`config.mk`:
```
export PLATFORM = sky130hd
export DESIGN_NAME = y2r_colour
export DESIGN_NICKNAME = d
export VERILOG_FILES = /design/src/sv/y2r_pkg.sv /design/src/sv/y2r_colour.sv
export SDC_FILE = /design/constraint.sdc
export NUM_CORES = 1
export LEC_CHECK = 0
export BUFFER_PORTS_ARGS = -buffer_cell sky130_fd_sc_hd__buf_2
export CORE_AREA = 2 2 62 64
export DETAILED_ROUTE_END_ITERATION = 8
export DIE_AREA = 0 0 64 66
export GPL_ROUTABILITY_DRIVEN = 1
export PLACE_DENSITY = 0.9
export SLEW_MARGIN = 10
export SYNTH_ARGS = -nofsm -noshare
export SYNTH_HDL_FRONTEND = slang
export SYNTH_SLANG_ARGS = --single-unit
```
`constraint.sdc`:
```
create_clock -name vclk -period 1.9
set_input_delay 0.095 -clock vclk [all_inputs]
set_output_delay 0.095 -clock vclk [all_outputs]
set_load 0.02 [all_outputs]
```
`src/sv/y2r_pkg.sv`:
```
// shared types and constants for the yuv to rgb pixel converter
`default_nettype none

package y2r_pkg;

    localparam int SUM_W       = 11;
    localparam int GAMMA_W     = 8;
    localparam int GAMMA_DEPTH = 256;
    localparam int PIXEL_W     = 32;
    localparam int IN_DATA_W   = 56;
    localparam int OUT_DATA_W  = 72;
    localparam int NUM_COLOURS = 3;

    localparam logic OP_GAMMA   = 1'b0;
    localparam logic OP_CONVERT = 1'b1;

    localparam logic [1:0] CFG_RED_MASK    = 2'd0;
    localparam logic [1:0] CFG_GREEN_MASK  = 2'd1;
    localparam logic [1:0] CFG_BLUE_MASK   = 2'd2;
    localparam logic [1:0] CFG_PIXEL_BYTES = 2'd3;

    localparam int COL_RED   = 0;
    localparam int COL_GREEN = 1;
    localparam int COL_BLUE  = 2;

    localparam logic [2:0] BYTES_2 = 3'd2;
    localparam logic [2:0] BYTES_3 = 3'd3;

    localparam logic [31:0] RESET_RED_MASK   = 32'h0000_F800;
    localparam logic [31:0] RESET_GREEN_MASK = 32'h0000_07E0;
    localparam logic [31:0] RESET_BLUE_MASK  = 32'h0000_001F;
    localparam logic [2:0]  RESET_PIXEL_BYTES = BYTES_2;

    typedef struct packed {
        logic       ok;
        logic [2:0] rsh;
        logic [4:0] lsh;
    } mask_info_t;

endpackage

`default_nettype wire

```
`src/sv/y2r_colour.sv`:
```
// one colour field of a pixel from its clamped sum and gamma entry
`default_nettype none

module y2r_colour
    import y2r_pkg::*;
(
    input  wire logic [SUM_W-1:0]   sum,
    input  wire logic [GAMMA_W-1:0] gamma,
    input  wire logic [31:0]        mask,
    input  wire mask_info_t         info,
    output logic      [PIXEL_W-1:0] field
);

    always_comb
    begin
        if (sum[SUM_W-1])
        begin
            field = '0;
        end
        else if (sum[SUM_W-2:GAMMA_W] != '0)
        begin
            field = mask;
        end
        else
        begin
            field = PIXEL_W'(gamma >> info.rsh) << info.lsh;
        end
    end

endmodule

`default_nettype wire

```
-- Word level (Yosys, flattened, before mapping)
Cells that the tools add are included.
- bits in registers: 0
- latch bits: 0
- RAM bits: 0
- ROM bits: 0
- input bits: 60
- output and inout port bits: 32
- word-level logic and storage cells: 5
- memories kept: 0
- add/subtract/negate cells: 0
- $mul: 0
- divide/modulo/power cells: 0
- $lt $le $gt $ge: 0
- equality and inequality tests: 0
- shift operators: 2
- multiplexer cells: 2
- bitwise operators: 0
- reductions and logical operators: 1
- operator list (operator ; number):
    $mux W32 ; 2
    $shl A32 B5 Y32 ; 1
    $shr A8 B3 Y32 ; 1
    $reduce_bool A2 Y1 ; 1

-- Logic depth before layout (Yosys ltp)
- depth in word-level cells: 4
- depth in mapped cells: 8
- mapped depth without buffers: 6

-- Worst setup path before layout
OpenSTA, ideal clock, no wires.
- path kind: input-to-output
- from: in info[6] (netlist name)
- to: out field[23]
- data arrival time: 2023 ps
- data required time: 1805 ps
- setup slack: -218 ps
- stages on the path: 8
- path buffers: 2
- cell sequence: buf_6 buf_2 nor4bb_1 a31oi_1 a21o_1 a21oi_2 nor2_1 o41ai_1
- cells in the longest elaborated chain, start to end: 4
- ends and longest elaborated chain (what ; RTL line ; RTL):
    from (decl) ; y2r_colour.sv:10 ; input wire mask_info_t info,
    $shr A8 B3 Y32 ; y2r_colour.sv:26 ; field = PIXEL_W'(gamma >> info.rsh) << info.lsh;
    $shl A32 B5 Y32 ; y2r_colour.sv:26 ;
    $mux W32 ; y2r_colour.sv:20 ; else if (sum[SUM_W-2:GAMMA_W] != '0)
    $mux W32 ; y2r_colour.sv:16 ; if (sum[SUM_W-1])
    to (decl) ; y2r_colour.sv:11 ; output logic [PIXEL_W-1:0] field
Every way passes these cells.

-- Worst setup path in the final report
- from: in info[6] (netlist name)
- to: out field[12]
The elaborated chain is that of the path after synthesis.

==> results by group <==
Status
  • Status: finished, violations left
  • Failing checks: setup timing

Global route
  • Met1 GRT Util: between 30% and 40%
  • Largest net degree at the start of global routing: 19
  • Global-route wire length before repair: about 12 mm
  • Number of global-route vias before repair: ~2,400
  • Tot GR Track Use: 33.9%
  • GRT Residual Overflow: 0
  • GR met2 Demand/Resource: around three fifths
  • Initial antenna violation count: 0
  • Most used routing layer: met2
  • Met3 layer usage reported by global route: around 5%

STA
  • # setup viols final: 30
  • Period minus WS final: 2.22 ns
  • Sum Neg Setup Slack: -4.60 ns
  • Final period utilization: 117%
  • Worst slew pin tran: between 0.6 and 0.7 ns
  • Hold Violations, Final: 0
  • Final WS setup: -0.324 ns
  • Max Fclk: about 0.45 GHz
  • RSZ-0062 raised after global routing: yes
  • Slew Limit Fails: 0
  • Slew margin rel.: between 50% and 60%
  • Worst Hold Margin: 0.503 ns

Floorplanning
  • Die W: around 64 µm
  • Row count: 22
  • Die Y: between 60 and 70 µm
  • I/O pin total: a little over 90
  • Core area: between 3000 and 4000 µm²
  • Initial Util: between 40% and 50%
  • Die area: 4220 µm²

Final layout
  • Nets: roughly 430
  • N_diodes: 0
  • Share of cells above drive strength 1: between 50% and 60%
  • # fillers: 176
  • CLK BUF: 0
  • Fin util: a little under nine tenths
  • Storage cell area: 0 µm²
  • Seq cells: 0
  • Area growth, synth to finish: 91.0%

Worst setup path
  • Max FO, Critical Path: 6
  • Worst Setup End Kind: output pin
  • CP startpoint kind: primary input
  • Setup CP Type: in2out
  • Critical path arrival: 2.13 ns
  • CP required: around 1.8 ns

Drt
  • DR vias: around 2,900
  • DRT Wirelength: approximately 8.9 mm
  • 1st-iter DRT viols: around 280
  • Vias per cell: just under 7
  • Drt pass-1 iters: 5
  • DR DRC count: 0
  • Remaining antenna violation count: 0
  • Drt wl/cell: between 20 and 25 µm

Synthesis
  • Sequential fraction of the synthesis area: 0%
  • Cells after synthesis: 247
  • Largest cells by area after synthesis: mux2i_1 7.6%, nand2_1 7.1%, nor2_1 6.4%
  • Synth top area share: under 10%
  • Synth cell types: slightly below 60
  • Synth top cells by count: 30 x nand2_1, 27 x nor2_1, 16 x o21ai_0
  • Syn nets: 307
  • Synth Warn #: 0
  • Post-synthesis cell area: 1580 µm²
  • Most common cell in the netlist: nand2_1
  • Syn_area_per_cell: between 6 and 7 µm²
  • Cell taking the most area after synthesis: mux2i_1

Hold path
  • Type of the worst min-delay path: in2out

Power and ir drop
  • Max VDD drop: 174 µV
  • Pwr dens: approximately 290 nW/µm²
  • Net Switching: about 0.00047 W
  • Reg power frac: 0%
  • Leak: approximately 1.3 nW
  • Switch share: 53.3%
  • Internal power: about 0.00041 W
  • Clock share of power: 0%
  • Logic gate share of total power: between 90% and 100%

Placed design
  • Routability Congestion: 0.966
  • Dpl hpwl: roughly 4.9 mm
  • # port buffers: slightly above 80

Run
  • Maximum capacitance violations: 0

Clocking
  • Hold buffers post-CTS: 0
placed cells by master (no fill, tap or decap), types with 3 or more instances in the layout:
cell type	n
nand2_1	28
nand2b_1	5
buf_2	51
a311oi_2	3
o31ai_2	3
a21oi_2	4
a21oi_1	6
o21ai_1	13
o21ai_2	4
buf_4	67
o211ai_1	5
nor2_1	19
o21ai_0	3
nand3b_1	4
mux2_4	4
nand3_1	3
mux2i_1	9
a31oi_1	6
nor3_1	5
o32ai_2	3
nor3_2	4
nor2_2	8
nand2b_4	3
buf_6	23
o22ai_1	4
buf_12	3
inv_1	8
power groups by stage:
| stage | Combinational (W) | Clock, W | Sequential [W] |
|---|---|---|---|
| 6_report | 0.000876 | 0 | 0 |
| 5_1_grt | 0.000909 | 0 | 0 |
| 4_1_cts | 0.000716 | 0 | 0 |
| 3_5_place_dp | 0.000599 | 0 | 0 |
| 3_3_place_gp | 0.000589 | 0 | 0 |
| 2_1_floorplan | 0.000362 | 0 | 0 |
critical path, stage by stage:
cell and delay [ns]:
buf_12 0.12, buf_8 0.12, buf_6 0.13, buf_6 0.11, nand4b_1 0.20, o31ai_2 0.12, a32oi_2 0.39, o32ai_2 0.17
a311oi_1 0.28, buf_4 0.18, o21ai_2 0.05, buf_6 0.14
worst paths after layout:
kind | from | to | slack, ns | depth (start not counted)
worst max-delay path | info[6] | field[12] | -0.32 | 12
worst min-delay path | mask[11] | field[11] | 0.50 | 4
metrics by stage:
step                instance area (µm²)  std cells  total power (W)  setup slack (ns)
floorplan                          1590        247         0.000362            -0.218
global placement                   2310        402         0.000589            -0.216
detailed placement                 2310        402         0.000599            -0.274
CTS                                2710        409         0.000716            -0.130
global route                       3030        419         0.000909            -0.333
finish                             3030        419         0.000876            -0.324
cell families (layout without fill, tap and decap cells):
kind of cell | after synthesis | count (layout) | synth area share [%]
simple gates | 105 | 105 | 33.3
buf+inv | 30 | 154 | 9.08
compound gates | 93 | 93 | 43.5
xor+xnor | 1 | 1 | 0.553
mux | 18 | 18 | 13.5
cell type report:
cell class | count | area (µm²) | area share, %
Timing Repair Buffer | 146 | 1110 | 36.6
Tap cell | 48 | 60.1 | 1.99
Inverter | 8 | 30.0 | 0.993
Multi-Input combinational cell | 217 | 1830 | 60.4
per-layer routing:
metal	wire length [µm]	share of wire, %
met3	919	10
met4	682	7.7
met1	2970	33
met5	0	0
met2	4300	48
what timing repair did:
action                                  in CTS  in global routing
pin swaps                                   33                 30
endpoints found under the setup margin      32                 32
setup buffers                                8                 10
resized for setup                           88                 62
No activity file was read; power rests on OpenSTA's default activity.
