**config.mk**
```make
export PLATFORM = sky130hd
export DESIGN_NAME = y2r_mask_dec
export DESIGN_NICKNAME = d
export VERILOG_FILES = /design/src/sv/y2r_pkg.sv /design/src/sv/y2r_mask_dec.sv
export SDC_FILE = /design/constraint.sdc
export NUM_CORES = 1
export LEC_CHECK = 0
export BUFFER_PORTS_ARGS = -buffer_cell sky130_fd_sc_hd__buf_2
export CORE_MARGIN = 2
export CORE_UTILIZATION = 45
export DETAILED_ROUTE_END_ITERATION = 12
export SYNTH_ARGS = -nofsm -noshare
export SYNTH_HDL_FRONTEND = slang
export SYNTH_SLANG_ARGS = --single-unit
```
**constraint.sdc**
```tcl
create_clock -name vclk -period 17
set_input_delay 2.55 -clock vclk [all_inputs]
set_output_delay 2.55 -clock vclk [all_outputs]
set_load 0.05 [all_outputs]
```
**src/sv/y2r_pkg.sv**
```systemverilog
// shared types and constants for the yuv to rgb pixel converter
`default_nettype none

package y2r_pkg;

    localparam int SUM_W       = 11;
    localparam int GAMMA_W     = 8;
    localparam int GAMMA_DEPTH = 256;
    localparam int PIXEL_W     = 32;
    localparam int IN_DATA_W   = 56;
    localparam int OUT_DATA_W  = 72;
    localparam int NUM_COLOURS = 3;

    localparam logic OP_GAMMA   = 1'b0;
    localparam logic OP_CONVERT = 1'b1;

    localparam logic [1:0] CFG_RED_MASK    = 2'd0;
    localparam logic [1:0] CFG_GREEN_MASK  = 2'd1;
    localparam logic [1:0] CFG_BLUE_MASK   = 2'd2;
    localparam logic [1:0] CFG_PIXEL_BYTES = 2'd3;

    localparam int COL_RED   = 0;
    localparam int COL_GREEN = 1;
    localparam int COL_BLUE  = 2;

    localparam logic [2:0] BYTES_2 = 3'd2;
    localparam logic [2:0] BYTES_3 = 3'd3;

    localparam logic [31:0] RESET_RED_MASK   = 32'h0000_F800;
    localparam logic [31:0] RESET_GREEN_MASK = 32'h0000_07E0;
    localparam logic [31:0] RESET_BLUE_MASK  = 32'h0000_001F;
    localparam logic [2:0]  RESET_PIXEL_BYTES = BYTES_2;

    typedef struct packed {
        logic       ok;
        logic [2:0] rsh;
        logic [4:0] lsh;
    } mask_info_t;

endpackage

`default_nettype wire

```
**src/sv/y2r_mask_dec.sv**
```systemverilog
// colour mask decoder: validity check and gamma shift amounts
`default_nettype none

module y2r_mask_dec
    import y2r_pkg::*;
(
    input  wire logic [31:0] mask,
    output mask_info_t       info
);

    logic [31:0] lowbit;
    logic [32:0] top_sum;
    logic        contig;
    logic [4:0]  lo;
    logic [31:0] shifted;
    logic [3:0]  zeros;

    always_comb
    begin
        lowbit  = mask & (~mask + 32'd1);
        top_sum = {1'b0, mask} + {1'b0, lowbit};
        contig  = (top_sum & (top_sum - 33'd1)) == 33'd0;
        lo      = '0;
        for (int i = 0; i < 32; i++)
        begin
            if (lowbit[i])
            begin
                lo = lo | 5'(i);
            end
        end
        shifted = mask >> lo;
        zeros   = '0;
        for (int i = 0; i < 8; i++)
        begin
            zeros = zeros + {3'b000, !shifted[i]};
        end
        info.ok  = (mask != 32'd0) && contig && (shifted[31:8] == 24'd0);
        info.rsh = zeros[2:0];
        info.lsh = lo;
    end

endmodule

`default_nettype wire

```
==> After elaboration in Yosys (flattened, before gate mapping) <==
Index checks and enable logic that the tools add are counted.
{ "classes": {"add_sub_neg": 10, "shift": 1, "n_mux": 31, "bitwise_logic": 3, "n_reduce_logical": 13} }
{ "op_table": {"columns": ["operator", "n"], "rows": [
  ["$mux W5", 16],
  ["$add A32 B32 Y33", 1],
  ["$and A33 B33 Y33", 1],
  ["$logic_not A33 Y1", 1],
  ["$sub A33 B1 Y33 const B", 1],
  ["$add A32 B1 Y32 const B", 1],
  ["$and A32 B32 Y32", 1],
  ["$mux W4", 8],
  ["$not A32 Y32", 1],
  ["$reduce_bool A32 Y1", 1],
  ["$shr A32 B5 Y32", 1],
  ["$logic_not A24 Y1", 1],
  ["$add A3 B1 Y3", 5],
  ["$mux W3", 4],
  ["$logic_not A1 Y1", 8],
  ["$mux W2", 2],
  ["$add A2 B1 Y3", 1],
  ["$add A1 B1 Y2", 1],
  ["$logic_and A1 B1 Y1", 2],
  ["$mux W1", 1]
]} }
{ "totals": {"ff_bits": 0} }

==> Logic depth before layout (Yosys ltp) <==
Gate-level depths: netlist (run 1).
{ "logic_depth": {"word_depth": 43, "ltp_mapped": 25} }

==> Least setup slack after synthesis (run 1) <==
Ideal clock, no wire load.
{ "synth_timing": {"path_kind": "input port to output port", "startpoint": "input port mask[1]", "endpoint": "output port info[7] (netlist bit)", "arrival_ns": 9.149, "t_required_ns": 14.450, "slack_ns": 5.301, "stages": 23, "path_buffers": 6, "cell_sequence": "clkbuf_1 or4_1 buf_2 or4b_4 buf_6 nor3b_1 nor4_1 and2_1 inv_2 clkbuf_1 buf_1 buf_1 o211ai_1 a31oi_1 mux2i_1 fa_1 inv_1 fa_1 inv_1 fa_1 ha_1 fa_1 xor2_1"} }
{ "synth_lines": {"columns": ["item", "line", "rtl"], "rows": [
  ["from (decl)", "y2r_mask_dec.sv:7", "input wire logic [31:0] mask,"],
  ["to (decl)", "y2r_mask_dec.sv:8", "output mask_info_t info"]
]} }

==> flow_metrics.tcl, run 1 <==
set metrics [dict create \
    cts_hold_buf 0 \
    synth_top_cell_area_share 0.0730 \
    grt_pass1_wl_um 20100 \
    drt-wirelength-per-cell_um 19.2 \
    worst_path_max_delay_cell "nor4_1" \
    num_vias 4384 \
    fmax_mhz 84.3 \
    post_cts_buffers 0 \
    hold_depth 5 \
    grt_usage 0.288 \
    synth_top_cell_by_area "nor2_1" \
    die_height_um 90.2 \
    rows 31 \
    intPower_w 0.0000392 \
    post-route-min-period_ns 11.87 \
    crit_type "input pin to output port" \
    firstDrtPassIters 5 \
    cp.depth 22 \
    cp_cell_sequence "buf_2 > nor4_1 > nand4_1 > nor3b_1 > nor4_1 > and2_1 > inv_2 > a221o_1 > o21ai_0 > o21ai_0 > nor2_1 > a31oi_1 > mux2i_1 > fa_1 > inv_1 > fa_1 > inv_1 > fa_1 > ha_1 > fa_1 > xor2_1 > buf_2" \
    timing.final.crit_share 0.698 \
    start_util 0.463 \
    worst_ep_required_time_ns 14.45 \
    synth_most_common_cell "nor2_1" \
    cp_max_fo 45 \
    coreArea_um2 7210 \
    dieArea_um2 8130 \
    synth_common_cells "nor2_1, nand2_1, clkbuf_1" \
    num-clock-buffers 0 \
    min_to "info[8]" \
    drive_above_1_share 0.131 \
    syn_inst 544 \
    drt-vias-per-instance 6.91 \
    grt.overflow.total 0 \
    ys_top_cells_by_area "nor2_1, mux2i_1, o21ai_0" \
    hold_slack_ns 5.90 \
    grt_max_degree 46 \
    hold_violations 0 \
    antenna_found_initial 0 \
    synth_fp_nets 582 \
    p_sw_w 0.0000874 \
    cp.buffers_inverters 5 \
    area_delta_synth_final_pct 3.86 \
    startpoint_type "input pin" \
    path_common_cell "fa_1" \
    p_per_area_nw_per_um2 36.5 \
    end_kind "output port" \
    fin_setup_tns_ns 0 \
    p_clk_frac 0 \
    power_frac_seq 0 \
    drtAntennaViolNets 0 \
    setup_viol 0 \
    cap_violations 0 \
    antenna_cells 0 \
    drt_wl_total_um 12100 \
    fillerInstances 810 \
    io_pins 41 \
    drtIter0Drc 467 \
    port_buffers 41 \
    leakage_nw 1.35 \
    critical_path.max_stage_delay_ns 0.82 \
    nNetsFinal 575 \
    hpwl_um 9200 \
    hp-class "input pin to output port" \
    yosysSeqAreaShare 0 \
    syn_avg_cell_area_um2 6.14 \
    n_sequential_cell 0 \
    tightest_slew_ns 0.914 \
    fin_area_um2 3470 \
    cp.arrival_ns 9.32 \
    rsz0062_at_grt "false" \
    synth_warnings 0 \
    grt_pass1_vias 3838 \
    cts_resized 0 \
    cp_top_family "simple AND/OR/NAND/NOR gates" \
    synth_area_um2 3340 \
    comb_power_share 1.000 \
    swShare 0.690 \
    slew_headroom 0.385 \
    min-delay-start "mask[29]" \
    gp_congestion 0.939 \
    seq_area_um2 0 \
    post_dp_cell_area_um2 3470 \
    status "completed" \
    irDropWorstVdd_v 0.0000652 \
    drv_slew 0 \
    drc 0 \
    netlist-cell-type-count 78 \
    fp.dieW_um 90.2 \
    post-route-util 0.481 \
]
-- final cells by class --
type               count  area (um^2)  area share
well taps             99          124      0.0357
multi-input cells    468         3020       0.870
inverters             21         83.8      0.0242
repair buffers        46          243      0.0700
-- placed cells by master, fill, tap and decap left out, types with 7 or more instances in the layout --
cell,n
a211oi_1,12
a21o_1,7
a21oi_1,33
a22o_1,14
a22oi_1,9
a31oi_1,8
buf_2,41
inv_1,17
mux2i_1,21
nand2_1,43
nand3_1,22
nand4_1,15
nor2_1,65
nor3_1,22
nor4_1,14
o211ai_1,12
o21ai_0,36
-- cells by family after synthesis --
kind of cell / synth area share
AND/OR/NAND/NOR: 0.374
XOR/XNOR: 0.00524
adder cells (fa/ha/maj): 0.0315
buffers and inverters: 0.0978
AO/OA/AOI/OAI: 0.407
multiplexers: 0.0843
-- routing by layer --
metal  vias up  share of wire  track usage
li1       2072              -            -
met1      2035           0.45        0.431
met2       254           0.45        0.456
met3        23          0.087       0.0176
met4         0          0.020       0.0551
met5         -              0            0
-- power by group through the flow --
stage / Sequential [W] / Clock (W) / Combinational [W]
final: 0 / 0 / 0.000127
after global routing: 0 / 0 / 0.000138
after CTS: 0 / 0 / 0.000126
after detailed placement: 0 / 0 / 0.000125
after global placement: 0 / 0 / 0.000122
after floorplan: 0 / 0 / 0.000100
-- through the flow --
stage / power (W) / setup WS, ns / instances
finish: 0.000127 / 5.13 / 634
global route: 0.000138 / 4.67 / 634
CTS: 0.000126 / 5.27 / 634
detailed placement: 0.000125 / 5.28 / 634
global placement: 0.000122 / 5.58 / 634
floorplan: 0.000100 / 5.30 / 544
-- how the worst max path moves through the flow --
stage | endpoint | from
CTS | info[7] | mask[9]
global placement | info[7] | mask[9]
detailed placement | info[7] | mask[9]
finish | info[7] | mask[9]
floorplan | info[7] | mask[1]
global route | info[7] | mask[9]
(Power assumes the default switching activity.)
==> run 2, diff against run 1 <==
==> constraint.sdc (replaced) <==
create_clock -name vclk -period 12.3
set_input_delay 1.845 -clock vclk [all_inputs]
set_output_delay 1.845 -clock vclk [all_outputs]
set_load 0.05 [all_outputs]
==> flow_metrics.tcl, run 2 (synthesis gave the netlist of run 1 again) <==
set metrics [dict create \
    grt.overflow.total 0 \
    p_per_area_nw_per_um2 50.3 \
    coreArea_um2 7210 \
    crit_type "input pin to output port" \
    post_cts_buffers 0 \
    n_sequential_cell 0 \
    wl_met2_um 5430 \
    leakage_nw 1.35 \
    drive_above_1_share 0.131 \
    die_height_um 90.2 \
    cts_hold_buf 0 \
    drtAntennaViolNets 0 \
    cts_resized 0 \
    dp.cells 634 \
    cp.arrival_ns 8.58 \
    io_pins 41 \
    cp.buffers_inverters 5 \
    wl_met3_um 1110 \
    gp_congestion 0.939 \
    cp_max_fo 45 \
    tightest_slew_ns 0.906 \
    drv_slew 0 \
    grt_pass1_wl_um 20000 \
    met1_length_um 5330 \
    post-route-min-period_ns 10.43 \
    num-clock-buffers 0 \
    end_kind "output port" \
    hold_violations 0 \
    drt-vias-per-instance 6.98 \
    cp_top_family "simple AND/OR/NAND/NOR gates" \
    path_common_cell "fa_1" \
    num_vias 4424 \
    fillerInstances 812 \
    seq_area_um2 0 \
    rows 31 \
    cap_violations 0 \
    dieArea_um2 8130 \
    fin_setup_tns_ns 0 \
    grt_usage 0.287 \
    critical_path.max_stage_delay_ns 0.81 \
    irDropWorstVdd_v 0.0000819 \
    grt_pass1_vias 3839 \
    drc 0 \
    setup_viol 0 \
    nNetsFinal 575 \
    drt-wirelength-per-cell_um 19.0 \
    hp-class "input pin to output port" \
    antenna_cells 0 \
    startpoint_type "input pin" \
    post-route-util 0.481 \
    firstDrtPassIters 8 \
    hpwl_um 9210 \
    instances_no_fill 634 \
    drtIter0Drc 514 \
    antenna_found_initial 0 \
    drt_wl_total_um 12100 \
    slew_headroom 0.390 \
    rsz0062_at_grt "false" \
    start_util 0.463 \
    post_dp_cell_area_um2 3470 \
    mostFrequentLayoutCell "nor2_1" \
    fin_area_um2 3470 \
    final_cell_mix "nor2_1, nand2_1, buf_2" \
    dp_slack_ns 2.01 \
    area_delta_synth_final_pct 3.86 \
    cp_cell_sequence "buf_2 > nor4_1 > nand4_1 > nor3b_1 > nor4_1 > and2_1 > inv_2 > a221o_1 > o21ai_0 > o21ai_0 > nor2_1 > a31oi_1 > mux2i_1 > fa_1 > inv_1 > fa_1 > inv_1 > fa_1 > ha_1 > fa_1 > xor2_1 > buf_2" \
    timing.final.crit_share 0.848 \
    worst_ep_required_time_ns 10.45 \
    worst_path_max_delay_cell "nor4_1" \
    fp.dieW_um 90.2 \
    status "completed" \
    port_buffers 41 \
    grt_max_degree 46 \
    top_layer "met4" \
    layout_setup_ws_ns 1.87 \
    fmax_mhz 95.9 \
]
## run 2: cell counts in the layout (fill, tap and decap cells not counted)
No cell type changed its count.
## run 2: layout make-up
| class | count | area [um^2] | area share |
|---|---|---|---|
| repair buffers | 46 | 243 | 0.0700 |
| inverters | 21 | 83.8 | 0.0242 |
| well taps | 99 | 124 | 0.0357 |
| multi-input cells | 468 | 3020 | 0.870 |
## run 2: power by group
| group | leakage (nW) | switching, W | internal (W) |
|---|---|---|---|
| Combinational | 1.35 | 0.000120 | 0.0000541 |
| Sequential | 0 | 0 | 0 |
| Clock | 0 | 0 | 0 |
## run 2: per-stage QoR
step / hold slack (ns) / power (W)
after global routing: 4.55 / 0.000191
after CTS: 4.49 / 0.000174
after floorplan: 4.20 / 0.000138
final: 4.46 / 0.000174
after detailed placement: 4.49 / 0.000173
after global placement: 4.49 / 0.000169
## run 2: worst paths after layout
kind	endpoint	cells past startpoint	from
worst max-delay path	info[7]	22	mask[9]
worst min-delay path	info[8]	5	mask[29]
## run 2: metal layers
layer | vias to the layer above | track usage
met5 | - | 0
met4 | 0 | 0.0397
met3 | 21 | 0.0310
met2 | 249 | 0.458
met1 | 2075 | 0.424
li1 | 2079 | -
## run 2: worst min-delay path: cells and delay by family
family,cells,cell delay (ns)
XOR/XNOR,1,0.14
AO/OA/AOI/OAI,2,0.26
buffers and inverters,2,0.37
==> run 3, diff against run 2 <==
--- a/config.mk
+++ b/config.mk
@@ -5,6 +5,7 @@
 export SDC_FILE = /design/constraint.sdc
 export NUM_CORES = 1
 export LEC_CHECK = 0
+export ABC_AREA = 1
 export BUFFER_PORTS_ARGS = -buffer_cell sky130_fd_sc_hd__buf_2
 export CORE_MARGIN = 2
 export CORE_UTILIZATION = 45
==> constraint.sdc (replaced) <==
create_clock -name vclk -period 10.2
set_input_delay 1.53 -clock vclk [all_inputs]
set_output_delay 1.53 -clock vclk [all_outputs]
set_load 0.05 [all_outputs]
==> flow_metrics.tcl, run 3 <==
set metrics [dict create \
    status "completed" \
    synth_most_common_cell "nand2_1" \
    drtIter0Drc 662 \
    final_cell_mix "nand2_1, nor2_1, nand3_1" \
    cp_max_fo 42 \
    synth_warnings 0 \
    n_sequential_cell 0 \
    crit_type "input pin to output port" \
    end_kind "output port" \
    drt_wl_total_um 15500 \
    worst_path_max_delay_cell "nand4_2" \
    critical_path.max_stage_delay_ns 0.78 \
    coreArea_um2 9280 \
    cp.buffers_inverters 7 \
    antenna_found_initial 0 \
    synth_common_cells "nand2_1, nor2_1, nand3_1" \
    port_buffers 41 \
    cp.arrival_ns 7.29 \
    rows 35 \
    io_pins 41 \
    min_to "info[8]" \
    post_dp_cell_area_um2 4530 \
    tightest_slew_ns 0.962 \
    leakage_nw 2.52 \
    rsz0062_at_grt "false" \
    synth_top_cell_by_area "nand2_1" \
    cts_resized 0 \
    synth_area_um2 4320 \
    synth_top_cell_area_share 0.240 \
    hold_depth 8 \
    ys_top_cells_by_area "nand2_1, nand3_1, nor2_1" \
    grt_pass1_vias 5521 \
    area_delta_synth_final_pct 4.75 \
    startpoint_type "input pin" \
    fin_area_um2 4530 \
    syn_avg_cell_area_um2 4.68 \
    fmax_mhz 113 \
    hpwl_um 13000 \
    drtAntennaViolNets 0 \
    fp.dieW_um 102 \
    grt.overflow.total 0 \
    hold_violations 0 \
    post-route-min-period_ns 8.82 \
    num_vias 6070 \
    p_per_area_nw_per_um2 48.6 \
    mostFrequentLayoutCell "nand2_1" \
    timing.final.crit_share 0.865 \
    post_cts_buffers 0 \
    grt_usage 0.307 \
    start_util 0.466 \
    synth_fp_nets 961 \
    min-delay-start "mask[23]" \
    drive_above_1_share 0.101 \
    cap_violations 0 \
    syn_inst 923 \
    grt_pass1_wl_um 26300 \
    seq_area_um2 0 \
    drt-vias-per-instance 5.69 \
    netlist-cell-type-count 45 \
    cts_hold_buf 0 \
    hp-class "input pin to output port" \
    antenna_cells 0 \
    die_height_um 102 \
    num-clock-buffers 0 \
    setup_viol 0 \
    cp_top_family "adder cells" \
    nNetsFinal 977 \
    drc 0 \
    worst_ep_required_time_ns 8.67 \
    drt-wirelength-per-cell_um 14.5 \
    drv_slew 0 \
    yosysSeqAreaShare 0 \
    slew_headroom 0.357 \
    grt_max_degree 43 \
    firstDrtPassIters 6 \
    gp_congestion 0.978 \
    irDropWorstVdd_v 0.0000678 \
    fin_setup_tns_ns 0 \
    dieArea_um2 10400 \
]
[run 3: changes by cell type after synthesis, sizes merged, moves of 13 or more]
cell,before,now
a22o,14,1
clkbuf,41,2
inv,19,125
mux2i,22,0
nand2,43,288
nand3,22,145
nand4,15,32
nor2,66,160
[run 3: cell type report]
type | instances | area (um^2)
timing repair buffer | 42 | 213
tap | 129 | 161
inverter | 125 | 469
fill | 1123 | 4760
multi-input combinational | 770 | 3680
[run 3: kinds of logic (layout without fill, tap and decap cells)]
logic type                 after synthesis  in the layout  synth area share
xor gates and xnor gates                 2              2           0.00405
AOI/OAI and AO/OA                      112            112             0.150
adders and majority gates                6              6            0.0243
buffers and inverters                  153            167             0.148
and+or+nand+nor                        650            650             0.674
[run 3: how the worst max path moves through the flow]
stage                  from  endpoint  slack [ns]  depth (start not counted)
floorplan           mask[5]   info[7]        2.22                         25
global placement    mask[5]   info[7]        1.57                         27
detailed placement  mask[5]   info[7]        1.51                         27
CTS                 mask[5]   info[7]        1.49                         27
global route        mask[5]   info[7]        0.86                         27
finish              mask[5]   info[7]        1.38                         27
[run 3: where the power goes]
part	internal [W]	leakage, nW	switching [W]	total [W]
clock network	0	0	0	0
registers	0	0	0	0
logic	0.0000604	2.52	0.000160	0.000220
[run 3: tightest hold or removal path, cell delays in order]
cell       delay, ns
buf_2           0.16
nand3_1         0.10
o2111ai_1       0.11
nand2_1         0.08
nor2_1          0.04
nand3_1         0.15
nor2_2          0.06
buf_2           0.20
[run 3: per-stage QoR]
step | total power [W] | instances | util | hold WS [ns] | setup slack, ns
after floorplan | 0.000177 | 923 | - | 3.49 | 2.22
after global routing | 0.000247 | 1066 | 0.488 | 4.01 | 0.861
after global placement | 0.000218 | 1066 | 0.488 | 3.96 | 1.57
final | 0.000220 | 1066 | 0.488 | 3.96 | 1.38
after CTS | 0.000219 | 1066 | 0.488 | 3.96 | 1.49
after detailed placement | 0.000218 | 1066 | 0.488 | 3.95 | 1.51
[run 3: per-layer routing]
metal,vias to the layer above,global-route usage,share of wire
met5,-,0,0
met4,0,0.0677,0.016
met3,21,0.0239,0.081
met2,287,0.496,0.44
met1,2708,0.444,0.46
li1,3054,-,-
